$ cat src/hw/rtl/tdpt_pkg.sv
// ----------------------------------------------------------------------------
// tdpt_pkg
// Shared types for the trial division prime test: the control and status
// groups passed between the sequencer and the radix-2 divider.
// ----------------------------------------------------------------------------
`default_nettype none

package tdpt_pkg;

    // divider launch request from the sequencer
    typedef struct packed {
        logic start;
    } div_ctrl_t;

    // divider progress reported back to the sequencer
    typedef struct packed {
        logic busy;
        logic done;
    } div_status_t;

endpackage

`default_nettype wire

$ cat src/hw/rtl/tdpt_divider.sv
// ----------------------------------------------------------------------------
// tdpt_divider
// Radix-2 restoring divider. The dividend shifts out of the quotient
// register one bit per cycle while quotient bits shift in; one quotient
// bit is settled per cycle.
// ----------------------------------------------------------------------------
`default_nettype none

module tdpt_divider #(
    parameter int WIDTH = 32
) (
    input  wire logic                 clk,
    input  wire logic                 rst_n,
    input  wire tdpt_pkg::div_ctrl_t  ctrl,
    input  wire logic [WIDTH-1:0]     dividend,
    input  wire logic [WIDTH-1:0]     divisor,
    output tdpt_pkg::div_status_t     status,
    output logic      [WIDTH-1:0]     quotient,
    output logic      [WIDTH-1:0]     remainder
);

    localparam int CntW = $clog2(WIDTH);
    localparam logic [CntW-1:0] LastStep = CntW'(WIDTH - 1);

    logic [WIDTH-1:0] rem_reg, rem_next;
    logic [WIDTH-1:0] quo_reg, quo_next;
    logic [WIDTH-1:0] div_reg, div_next;
    logic [CntW-1:0]  cnt_reg, cnt_next;
    logic             busy_reg, busy_next;
    logic             done_reg, done_next;

    logic [WIDTH:0]   trial;
    logic [WIDTH:0]   diff;

    // one restoring step: bring down the next dividend bit and try the subtract
    assign trial = {rem_reg, quo_reg[WIDTH-1]};
    assign diff  = trial - {1'b0, div_reg};

    always_comb
    begin
        rem_next  = rem_reg;
        quo_next  = quo_reg;
        div_next  = div_reg;
        cnt_next  = cnt_reg;
        busy_next = busy_reg;
        done_next = 1'b0;
        if (ctrl.start)
        begin
            rem_next  = '0;
            quo_next  = dividend;
            div_next  = divisor;
            cnt_next  = LastStep;
            busy_next = 1'b1;
        end
        else if (busy_reg)
        begin
            // no borrow means the divisor fits: keep the difference
            if (!diff[WIDTH])
            begin
                rem_next = diff[WIDTH-1:0];
            end
            else
            begin
                rem_next = trial[WIDTH-1:0];
            end
            quo_next = {quo_reg[WIDTH-2:0], ~diff[WIDTH]};
            cnt_next = cnt_reg - 1'b1;
            if (cnt_reg == '0)
            begin
                busy_next = 1'b0;
                done_next = 1'b1;
            end
        end
    end

    // control state
    always_ff @(posedge clk or negedge rst_n)
    begin
        if (!rst_n)
        begin
            busy_reg <= 1'b0;
            done_reg <= 1'b0;
            cnt_reg  <= '0;
        end
        else
        begin
            busy_reg <= busy_next;
            done_reg <= done_next;
            cnt_reg  <= cnt_next;
        end
    end

    // datapath shift registers
    always_ff @(posedge clk)
    begin
        rem_reg <= rem_next;
        quo_reg <= quo_next;
        div_reg <= div_next;
    end

    assign status.busy = busy_reg;
    assign status.done = done_reg;
    assign quotient    = quo_reg;
    assign remainder   = rem_reg;

    // checks
    a_done_pulse : assert property (@(posedge clk) disable iff (!rst_n)
        done_reg |=> !done_reg)
        else $error("divider done held for more than one cycle");

    a_start_busy : assert property (@(posedge clk) disable iff (!rst_n)
        ctrl.start |=> (busy_reg && !done_reg))
        else $error("divider did not start after launch");

    a_rem_bound : assert property (@(posedge clk) disable iff (!rst_n)
        (done_reg && div_reg != '0) |-> (rem_reg < div_reg))
        else $error("divider remainder not below divisor");

endmodule

`default_nettype wire

$ cat src/hw/rtl/trial_division_prime_test_top.sv
// ----------------------------------------------------------------------------
// trial_division_prime_test_top
// Primality test by trial division. Divisors 2, 3, 4, ... are tried in turn
// on a shared radix-2 divider until one divides exactly or exceeds the
// quotient, which is the integer form of the square root bound.
//
//   channel  signals                           width
//   in       in_valid, in_stall, candidate     NUMBER_WIDTH, signed
//   out      out_valid, out_stall, is_prime    1
//
// Each divisor passes through a launch state, the divider steps and a check
// of the quotient and remainder. A negative, zero or one candidate skips
// the divider and goes straight to the finish state.
// Reset clears the sequencer, the divider control and the output valid.
// A stalled result waits in the output register; the next item is taken
// while it waits, and its verdict holds in the sequencer until the slot frees.
// ----------------------------------------------------------------------------
`default_nettype none

module trial_division_prime_test_top #(
    parameter int NUMBER_WIDTH = 32
) (
    input  wire logic                           clk,
    input  wire logic                           rst_n,
    input  wire logic                           in_valid,
    output logic                                in_stall,
    input  wire logic signed [NUMBER_WIDTH-1:0] candidate,
    output logic                                out_valid,
    input  wire logic                           out_stall,
    output logic                                is_prime
);

    typedef enum logic [1:0] {
        ST_IDLE,
        ST_LAUNCH,
        ST_DIVIDE,
        ST_FINISH
    } state_t;

    localparam logic [NUMBER_WIDTH-1:0] FirstDivisor = NUMBER_WIDTH'(2);

    state_t                  state_reg, state_next;
    logic                    out_valid_reg, out_valid_next;
    logic                    is_prime_reg, is_prime_next;
    logic                    verdict_reg, verdict_next;
    logic [NUMBER_WIDTH-1:0] n_reg, n_next;
    logic [NUMBER_WIDTH-1:0] d_reg, d_next;

    tdpt_pkg::div_ctrl_t     div_ctrl;
    tdpt_pkg::div_status_t   div_status;
    logic [NUMBER_WIDTH-1:0] div_quo;
    logic [NUMBER_WIDTH-1:0] div_rem;

    logic                    in_xfer;
    logic                    trivial;
    logic                    slot_free;

    // shared divider
    tdpt_divider #(
        .WIDTH (NUMBER_WIDTH)
    ) u_divider (
        .clk       (clk),
        .rst_n     (rst_n),
        .ctrl      (div_ctrl),
        .dividend  (n_reg),
        .divisor   (d_reg),
        .status    (div_status),
        .quotient  (div_quo),
        .remainder (div_rem)
    );

    assign in_stall       = (state_reg != ST_IDLE);
    assign in_xfer        = in_valid && !in_stall;
    assign div_ctrl.start = (state_reg == ST_LAUNCH);

    // negative, zero and one are never prime
    assign trivial = candidate[NUMBER_WIDTH-1] || (candidate[NUMBER_WIDTH-2:1] == '0);

    // output register can take a new result
    assign slot_free = !out_valid_reg || !out_stall;

    // sequencer next state
    always_comb
    begin
        state_next     = state_reg;
        verdict_next   = verdict_reg;
        n_next         = n_reg;
        d_next         = d_reg;
        is_prime_next  = is_prime_reg;
        out_valid_next = out_valid_reg && out_stall;
        unique case (state_reg)
            ST_IDLE:
            begin
                if (in_xfer)
                begin
                    n_next = candidate;
                    d_next = FirstDivisor;
                    if (trivial)
                    begin
                        verdict_next = 1'b0;
                        state_next   = ST_FINISH;
                    end
                    else
                    begin
                        state_next = ST_LAUNCH;
                    end
                end
            end
            ST_LAUNCH:
            begin
                state_next = ST_DIVIDE;
            end
            ST_DIVIDE:
            begin
                if (div_status.done)
                begin
                    // divisor beyond the quotient means it passed the square root
                    if (d_reg > div_quo)
                    begin
                        verdict_next = 1'b1;
                        state_next   = ST_FINISH;
                    end
                    else if (div_rem == '0)
                    begin
                        verdict_next = 1'b0;
                        state_next   = ST_FINISH;
                    end
                    else
                    begin
                        d_next     = d_reg + 1'b1;
                        state_next = ST_LAUNCH;
                    end
                end
            end
            ST_FINISH:
            begin
                if (slot_free)
                begin
                    out_valid_next = 1'b1;
                    is_prime_next  = verdict_reg;
                    state_next     = ST_IDLE;
                end
            end
            default:
            begin
                state_next = ST_IDLE;
            end
        endcase
    end

    // state and registered outputs
    always_ff @(posedge clk or negedge rst_n)
    begin
        if (!rst_n)
        begin
            state_reg     <= ST_IDLE;
            out_valid_reg <= 1'b0;
        end
        else
        begin
            state_reg     <= state_next;
            out_valid_reg <= out_valid_next;
        end
    end

    // payload registers
    always_ff @(posedge clk)
    begin
        is_prime_reg <= is_prime_next;
        verdict_reg  <= verdict_next;
        n_reg        <= n_next;
        d_reg        <= d_next;
    end

    assign out_valid = out_valid_reg;
    assign is_prime  = is_prime_reg;

    // checks
    a_done_in_divide : assert property (@(posedge clk) disable iff (!rst_n)
        div_status.done |-> (state_reg == ST_DIVIDE))
        else $error("divider finished outside the divide phase");

    a_prime_positive : assert property (@(posedge clk) disable iff (!rst_n)
        (state_reg == ST_FINISH && verdict_reg) |->
            (!n_reg[NUMBER_WIDTH-1] && n_reg[NUMBER_WIDTH-2:1] != '0))
        else $error("prime verdict for a value below two");

    a_divisor_floor : assert property (@(posedge clk) disable iff (!rst_n)
        (state_reg == ST_LAUNCH) |-> (d_reg >= FirstDivisor))
        else $error("divisor below two launched");

endmodule

`default_nettype wire

$ cat config.mk
export PLATFORM = sky130hd
export DESIGN_NAME = trial_division_prime_test_top
export DESIGN_NICKNAME = d
export VERILOG_FILES = /design/src/hw/rtl/tdpt_pkg.sv /design/src/hw/rtl/tdpt_divider.sv /design/src/hw/rtl/trial_division_prime_test_top.sv
export SDC_FILE = /design/constraint.sdc
export NUM_CORES = 1
export LEC_CHECK = 0
export ABC_CLOCK_PERIOD_IN_PS = 4000
export BUFFER_PORTS_ARGS = -buffer_cell sky130_fd_sc_hd__buf_2
export CORE_MARGIN = 2
export CORE_UTILIZATION = 30
export DETAILED_ROUTE_END_ITERATION = 12
export GPL_TIMING_DRIVEN = 0
export PLACE_DENSITY = 0.49
export SYNTH_ARGS = -nofsm -noshare
export SYNTH_HDL_FRONTEND = slang
export SYNTH_SLANG_ARGS = --single-unit
$ cat constraint.sdc
create_clock -name clk -period 4 [get_ports clk]
set_clock_uncertainty 0.15 [all_clocks]
set_input_delay 0.8 -clock clk [delete_from_list [all_inputs] [get_ports clk]]
set_output_delay 0.8 -clock clk [all_outputs]
set_load 0.05 [all_outputs]
# After elaboration in Yosys (flattened, before gate mapping)
# Cells that the tools add are included.
# totals
ff_bits	172
latch_bits	0
mem_bits_rw	0
rom_bits	0
output_inout_bits	3
n_memories	0
# classes
n_addsub	3
mul	0
n_div	0
n_lt_le_gt_ge	1
n_eq_ne	10
n_shift	0
mux	31
bitwise	1
n_reduce_logical	19
# ops
cell	count
2-to-1 mux 32 bit	7
case mux 32 bit (2 select lines)	1
subtractor 33 x 32 -> 33 bit	1
adder 32 x 1 -> 32 bit, second input constant	1
greater-than comparator 32 bit	1
zero test 32 bit	1
zero test 30 bit	1
2-to-1 mux 1 bit	13
2-to-1 mux 2 bit	6
2-to-1 mux 5 bit	2
!= test 2 bit, second input constant	5
AND reduction 5 bit	2
case mux 2 bit (4 select lines)	1
nonzero test 2 bit	3
zero test 5 bit	1
subtractor 5 x 1 -> 5 bit, second input constant	1
== test 2 bit, second input constant	2
AND reduction 2 bit	2
zero test 1 bit	3
!= test 3 bit, second input constant	1
AND reduction 3 bit	1
== test 2 x 1 -> 1 bit, second input constant	1
logical AND 1 bit	2
zero test 2 bit	1
other kinds (4)	5

# Logic depth before layout (Yosys ltp)
# Gate-level depths: netlist (run 1).
# logic_depth
depth_word	5
ltp_mapped	13
mapped_depth_nobuf	12

# Hierarchy
# Synthesis (run 1) repeated with hierarchy kept, for this count alone.
# hier_totals
cells_unflattened	981
area_unflattened_um2	10159.7
# modules_own_cells
mod	n_inst	cells_per_inst	area_each_um2	seq_area_each_um2
tdpt_divider	1	625	6228.5	2737.6
trial_division_prime_test_top	1	356	3931.3	2057.0

# Least setup slack after synthesis (run 1)
# Ideal clock, no wire load.
# synth_path
kind	reg-to-reg
start	reg u_divider.quo_reg[31], in the netlist u_divider.quotient[31]
end	reg u_divider.rem_reg[25], in the netlist u_divider.remainder[25]
setup_ns	0.190
arrival_time_ns	2.775
t_required_ns	3.660
path_slack_ns	0.885
stages_incl_launch_ff	14
synth_period_minus_slack_ns	3.115
path_cell_list	edfxtp_1 -> inv_1 -> ha_1 -> fa_1 -> nor2b_1 -> o2111ai_1 -> a211o_1 -> nand2_1 -> a31o_1 -> a221oi_4 -> xnor2_2 -> buf_2 -> a2bb2oi_1 -> a21oi_1
# synth_via
elab_chain_len	2
# synth_lines
item	line_no	rtl
start: declaration	tdpt_divider.sv:26	logic [WIDTH-1:0] quo_reg, quo_next;
start signal: assignment	tdpt_divider.sv:97	quo_reg <= quo_next;
subtractor 33 x 32 -> 33 bit	tdpt_divider.sv:37	assign diff = trial - {1'b0, div_reg};
2-to-1 mux 32 bit	tdpt_divider.sv:58	if (!diff[WIDTH])
end signal: assignment	tdpt_divider.sv:96	rem_reg <= rem_next;
end: declaration	tdpt_divider.sv:25	logic [WIDTH-1:0] rem_reg, rem_next;
# No other way between the ends.
# A chain may end at the register's enable or synchronous reset.

# Final worst setup path (run 1)
# layout_path
start	reg u_divider.quo_reg[31], in the netlist u_divider.quotient[31]
end	reg u_divider.rem_reg[20], in the netlist u_divider.remainder[20]
# The elaborated chain is that of the path after synthesis.

==> flow_metrics.py, run 1 <==
metrics = {
    "die": {
        "io_pins": 39,
        "rows": 65,
        "dieArea_um2": 33400,
        "die_w_um": 183,
        "core_um2": 31500,
        "die_h_um": 183,
        "initial_core_util": 0.304,
    },
    "clocking": {
        "cts_hold_buf": 0,
        "clk_latency_ns": 0.44,
        "postCtsSetupRepairBufs": 0,
        "cts_root_buf": "clkbuf_16",
        "post_cts_resized": 0,
        "cts_buffer_depth": 2,
        "cts_made_buffers": 17,
        "cts.sinks": 172,
        "htreeDepth": 4,
        "clk_pin_slew_worst_paths_ns": 0.07,
        "tritoncts": "done",
    },
    "synth": {
        "syn_avg_cell_area_um2": 10.2,
        "synthCells": 941,
        "synthArstFlopShare": 0.0581,
        "netlist.area_leader.share": 0.408,
        "yosys.area.top_type": "edfxtp_1",
        "synth_seq_area_share": 0.501,
        "synthDistinctLibCells": 57,
        "syn_nets": 1045,
        "ys_ff_latch": 172,
        "synth_commonest_cells": "130 x edfxtp_1, 92 x nand2_1, 88 x o21ai_0, 76 x inv_1, 73 x a21oi_1",
        "synth_edf_count": 130,
        "syn_area_um2": 9580,
        "synth_area_leaders": "edfxtp_1 41%, ha_1 8.8%, dfxtp_1 6.7%",
        "synth_most_common_cell": "edfxtp_1",
        "ys.flop_type": "edfxtp_1",
        "yosysWarnings": 0,
    },
    "setup_path": {
        "r2r_end": "u_divider.remainder[20]$_SDFFE_PP0P_",
        "cp-start-kind": "flip-flop",
        "rrSetupSlack_ns": 0.25,
        "path_class": "reg -> reg",
        "crit_path_max_incr_delay_ns": 0.42,
        "crit_start": "u_divider.quotient[31]$_DFFE_PP_",
        "required_ns": 4.15,
        "r2r-start": "u_divider.quotient[31]$_DFFE_PP_",
        "critical_path_buf_inv_count": 2,
        "cp_top_family": "compound AO/OA/AOI/OAI gates",
        "crit_fanout": 10,
        "cp-end-kind": "flip-flop",
        "arrival_ns": 3.90,
        "worstRegToRegCells": 13,
        "cp_slowest_cell": "fa_1",
        "crit_chain": "inv_1 -> ha_1 -> fa_1 -> nor2b_1 -> o2111ai_1 -> a211o_1 -> nand2_1 -> a31o_1 -> a221oi_4 -> xnor2_4 -> buf_2 -> mux2i_1 -> a21oi_1",
    },
    "drt": {
        "vias_per_cell": 4.83,
        "drtIter0Drc": 306,
        "routedWlPerCell_um": 15.6,
        "firstDrtPassIters": 4,
        "drc": 0,
        "drtAntennaViolNets": 0,
        "routed_wl_um": 22000,
        "vias": 6827,
    },
    "layout": {
        "final_cells": 1414,
        "multi_input_area_um2": 4380,
        "layout-drive-gt1-share": 0.0830,
        "seqCellArea_um2": 4790,
        "areaGrowthSynthToFinish_pct": 13.6,
        "nFillCells": 3141,
        "antenna_cells": 0,
        "nNetsFinal": 1103,
        "fin_area_um2": 10900,
    },
    "run_status": {
        "outcome": "finished clean",
    },
    "placed_design": {
        "dpl_cell_area_um2": 10300,
        "dp_slack_ns": 0.0658,
        "dp_hpwl_um": 16800,
        "port_buffers": 38,
        "gp_congestion": 0.820,
        "dp.cells": 1382,
    },
    "sta": {
        "worst_pin_slew_ns": 1.22,
        "period_needed_ns": 3.75,
        "setup_violations": 0,
        "final-hold-violation-count": 0,
        "worst_slack_ns": 0.248,
        "fmax_mhz": 267,
        "maxSlewViolCount": 0,
        "fin_crit_sh": 0.938,
        "slew_headroom": 0.187,
        "rsz0062_at_grt": "false",
    },
    "grt": {
        "antenna_found_initial": 0,
        "grt-ovfl-total": 0,
        "track_usage": 0.139,
        "grt_pass1_vias": 6804,
        "grt_max_degree": 42,
        "grt_pass1_wl_um": 36600,
    },
    "min_path": {
        "hold_path.class": "in -> async",
    },
    "power": {
        "power_density_nw_per_um2": 874,
        "peakVddDrop_mv": 0.287,
        "power.total_mw": 9.50,
        "p_leak_nw": 4.38,
    },
    "job": {
        "cap_viol_max_count": 0,
    },
}
[power by group]
group / total (mW) / switching [mW] / internal (mW)
Combinational: 4.70 / 2.76 / 1.94
Clock: 1.61 / 0.790 / 0.822
Sequential: 3.19 / 0.426 / 2.77
Total: 9.50 / 3.98 / 5.53
[worst max-delay path by stage]
stage	to	cells past startpoint	slack, ns
2_1_floorplan	u_divider.remainder[25]$_SDFFE_PP0P_	13	0.88
3_3_place_gp	u_divider.quotient[25]$_DFFE_PP_	6	-0.10
3_5_place_dp	u_divider.remainder[20]$_SDFFE_PP0P_	13	0.07
4_1_cts	u_divider.remainder[20]$_SDFFE_PP0P_	13	0.03
5_1_grt	u_divider.remainder[20]$_SDFFE_PP0P_	13	0.002
6_report	u_divider.remainder[20]$_SDFFE_PP0P_	13	0.25
[per-stage QoR]
step            util  hold slack [ns]  setup TNS (ns)
2_1_floorplan      -            0.250               0
3_3_place_gp   0.326            0.267          -0.397
3_5_place_dp   0.327            0.258               0
4_1_cts        0.345           0.0629               0
5_1_grt        0.346           0.0763               0
6_report       0.346           0.0684               0
[per-layer routing]
metal / global-route usage / share of wire
met3: 0.0176 / 0.020
met2: 0.235 / 0.48
met5: 0 / 0
met1: 0.187 / 0.49
met4: 0.0365 / 0.011
[area by class of cell]
| class | instances | share of cell area |
|---|---|---|
| Tap cell | 402 | 0.0462 |
| Sequential cell | 172 | 0.441 |
| Clock buffer | 17 | 0.0391 |
| Timing Repair Buffer | 39 | 0.0200 |
| Inverter | 76 | 0.0262 |
| Buffer | 34 | 0.0128 |
| Multi-Input combinational cell | 659 | 0.403 |
| Clock inverter | 15 | 0.0122 |
[worst register-to-register path: cells and delay by family, from the launching register on]
family | cells | cell delay, ns
simple gates | 2 | 0.36
mux | 1 | 0.25
flops | 1 | 0.33
fa+ha+maj | 2 | 0.66
compound gates | 5 | 1.04
buf+inv | 2 | 0.49
xor+xnor | 1 | 0.35
[cells in the final DEF, fill, tap and decap left out, types with 27 or more instances in the layout]
| cell | synthesis | final |
|---|---|---|
| buf_2 | 2 | 41 |
| nand2_1 | 92 | 92 |
| a21o_1 | 27 | 27 |
| edfxtp_1 | 130 | 130 |
| inv_1 | 76 | 76 |
| o21ai_0 | 88 | 88 |
| mux2i_1 | 28 | 28 |
| a21oi_1 | 73 | 73 |
| dfxtp_1 | 32 | 32 |
| nor2_1 | 61 | 61 |
| ha_1 | 67 | 67 |
| xor2_1 | 32 | 32 |
[cells by family (layout without fill, tap and decap cells)]
group                      Yosys count  count (layout)  share of synthesized area
AOI/OAI and AO/OA                  240             240                      0.152
xor gates and xnor gates            55              55                     0.0511
adders and majority gates           68              68                     0.0896
buffers and inverters              110             181                     0.0442
DFF                                172             172                      0.501
muxes                               29              29                     0.0304
and+or+nand+nor                    267             267                      0.132
(Power assumes the default switching activity.)
==> inputs of run 2 (changes only) <==
--- a/config.mk
+++ b/config.mk
@@ -10,7 +10,6 @@
 export CORE_MARGIN = 2
 export CORE_UTILIZATION = 30
 export DETAILED_ROUTE_END_ITERATION = 12
-export GPL_TIMING_DRIVEN = 0
 export PLACE_DENSITY = 0.49
 export SYNTH_ARGS = -nofsm -noshare
 export SYNTH_HDL_FRONTEND = slang
==> run 2 against run 1 <==
Against the previous run:
- cell count shrank 1.7%
- clock power is essentially flat
- die area did not move
- hold slack got worse by 0.0039 ns
- register-to-register slack gained 0.35 ns
- combinational power shrank 3%
- final area shrank 0.81%
- total power decreased by 1.1%
- critical path depth fell by 2
- sequential power increased by 2%
- largest power group unchanged
==> flow_metrics.py, run 2 (same netlist as run 1, synthesis figures left out) <==
metrics = {
    "run_status": {
        "outcome": "finished clean",
    },
    "power": {
        "swShare": 0.410,
        "power.total_mw": 9.40,
        "peakVddDrop_mv": 0.367,
        "power_switching_mw": 3.85,
        "clockPowerShare": 0.172,
        "internal-power_mw": 5.55,
        "combinationalPowerShare": 0.483,
        "p_leak_nw": 4.36,
        "power_density_nw_per_um2": 872,
        "p_seq_frac": 0.345,
    },
    "drt": {
        "routedWlPerCell_um": 15.2,
        "vias_per_cell": 4.89,
        "drtIter0Drc": 383,
        "drc": 0,
        "firstDrtPassIters": 5,
        "routed_wl_um": 21100,
        "drtAntennaViolNets": 0,
        "vias": 6794,
    },
    "grt": {
        "grt_pass1_wl_um": 35100,
        "antenna_found_initial": 0,
        "grt_pass1_vias": 6764,
        "use_met1": 0.181,
        "gr-usage-met3": 0.0224,
        "grt_max_degree": 58,
        "grt_use_met2": 0.216,
        "track_usage": 0.133,
        "grt-ovfl-total": 0,
        "busiest_layer": "met2",
    },
    "layout": {
        "final_cell_mix": "130 x edfxtp_1, 92 x nand2_1, 88 x o21ai_0, 75 x inv_1, 73 x a21oi_1",
        "final_cells": 1390,
        "nNetsFinal": 1079,
        "post-route-util": 0.343,
        "areaGrowthSynthToFinish_pct": 12.7,
        "final_common_cell": "edfxtp_1",
        "antenna_cells": 0,
        "fin_area_um2": 10800,
        "nFillCells": 3156,
        "layout-drive-gt1-share": 0.0901,
    },
    "setup_path": {
        "rrSetupSlack_ns": 0.60,
        "r2r_end": "d_reg[6]$_SDFFCE_PN0P_",
        "worstRegToRegCells": 11,
        "path_class": "reg -> reg",
        "crit_chain": "ha_1 -> nor2b_1 -> o21a_1 -> o21ai_0 -> a21oi_1 -> o31a_1 -> o21ai_0 -> o211ai_1 -> a21oi_1 -> a31o_2 -> buf_4",
        "cp_slowest_cell": "edfxtp_1",
        "cp-start-kind": "flip-flop",
        "crit_fanout": 32,
        "cp-end-kind": "flip-flop",
        "cp_top_family": "compound AO/OA/AOI/OAI gates",
        "crit_path_max_incr_delay_ns": 0.44,
        "required_ns": 3.91,
        "critical_path_buf_inv_count": 1,
        "r2r-start": "d_reg[1]$_SDFFCE_PN1P_",
        "arrival_ns": 3.31,
    },
    "sta": {
        "fmax_mhz": 294,
        "slew_headroom": 0.533,
        "worst_slack_ns": 0.597,
        "worst_pin_slew_ns": 0.694,
        "whs_ns": 0.0645,
        "rsz0062_at_grt": "false",
        "setup_violations": 0,
        "setup_tns_ns": 0,
        "fin_crit_sh": 0.851,
        "period_needed_ns": 3.40,
        "maxSlewViolCount": 0,
        "final-hold-violation-count": 0,
    },
    "die": {
        "die_h_um": 183,
        "core_um2": 31500,
        "initial_core_util": 0.304,
        "dieArea_um2": 33400,
        "io_pins": 39,
        "die_w_um": 183,
        "rows": 65,
    },
    "clocking": {
        "cts.sinks": 172,
        "cts_made_buffers": 17,
        "cts_root_buf": "clkbuf_16",
        "cts_hold_buf": 0,
        "post_cts_resized": 0,
        "postCtsSetupRepairBufs": 0,
        "clk_latency_ns": 0.43,
        "cts_buffer_depth": 2,
        "clk_pin_slew_worst_paths_ns": 0.08,
        "htreeDepth": 4,
        "tritoncts": "done",
    },
    "placed_design": {
        "dp.cells": 1358,
        "port_buffers": 38,
        "gp_congestion": 0.826,
        "dpl_cell_area_um2": 10200,
        "dp_hpwl_um": 15500,
        "dp_slack_ns": 0.598,
    },
    "min_path": {
        "hold_path.class": "in -> async",
    },
    "job": {
        "cap_viol_max_count": 0,
    },
}
[run 2: area by class of cell]
class                      count  area (um2)  share of cell area
timing repair buffer          49         273              0.0253
clock buffer                  17         425              0.0394
tap                          402         503              0.0466
inverter                      76         285              0.0264
multi-input combinational    659        4370               0.405
sequential                   172        4790               0.444
clock inverter                15         138              0.0128
[run 2: metal layers]
layer	vias to the layer above	wire, um
li1	3482	-
met3	22	577
met5	-	0
met4	0	330
met2	117	9610
met1	3173	10600
[run 2: worst register-to-register path: stages, from the launching register on]
cell      delay, ns
edfxtp_1       0.44
ha_1           0.33
nor2b_1        0.13
o21a_1         0.15
o21ai_0        0.13
a21oi_1        0.09
o31a_1         0.26
o21ai_0        0.31
o211ai_1       0.16
a21oi_1        0.28
a31o_2         0.20
buf_4          0.38
[run 2: worst max path at each step]
stage,from,to,slack [ns],cells past startpoint
after floorplan,u_divider.quotient[31]$_DFFE_PP_,u_divider.remainder[25]$_SDFFE_PP0P_,0.88,13
after global placement,d_reg[1]$_SDFFCE_PN1P_,d_reg[8]$_SDFFCE_PN0P_,0.64,11
after detailed placement,u_divider.quotient[31]$_DFFE_PP_,u_divider.remainder[12]$_SDFFE_PP0P_,0.60,13
after CTS,u_divider.quotient[31]$_DFFE_PP_,u_divider.remainder[12]$_SDFFE_PP0P_,0.58,13
after global routing,u_divider.quotient[31]$_DFFE_PP_,u_divider.remainder[17]$_SDFFE_PP0P_,0.33,13
final,d_reg[1]$_SDFFCE_PN1P_,d_reg[6]$_SDFFCE_PN0P_,0.60,11
[run 2: power by group through the flow]
stage                     sequential [mW]  clock (mW)  combinational (mW)
after CTS                            3.25        1.66                4.58
after floorplan                      3.10           0                3.62
final                                3.24        1.62                4.54
after global routing                 3.34        1.74                5.15
after detailed placement             3.28           0                4.55
after global placement               3.28           0                4.51
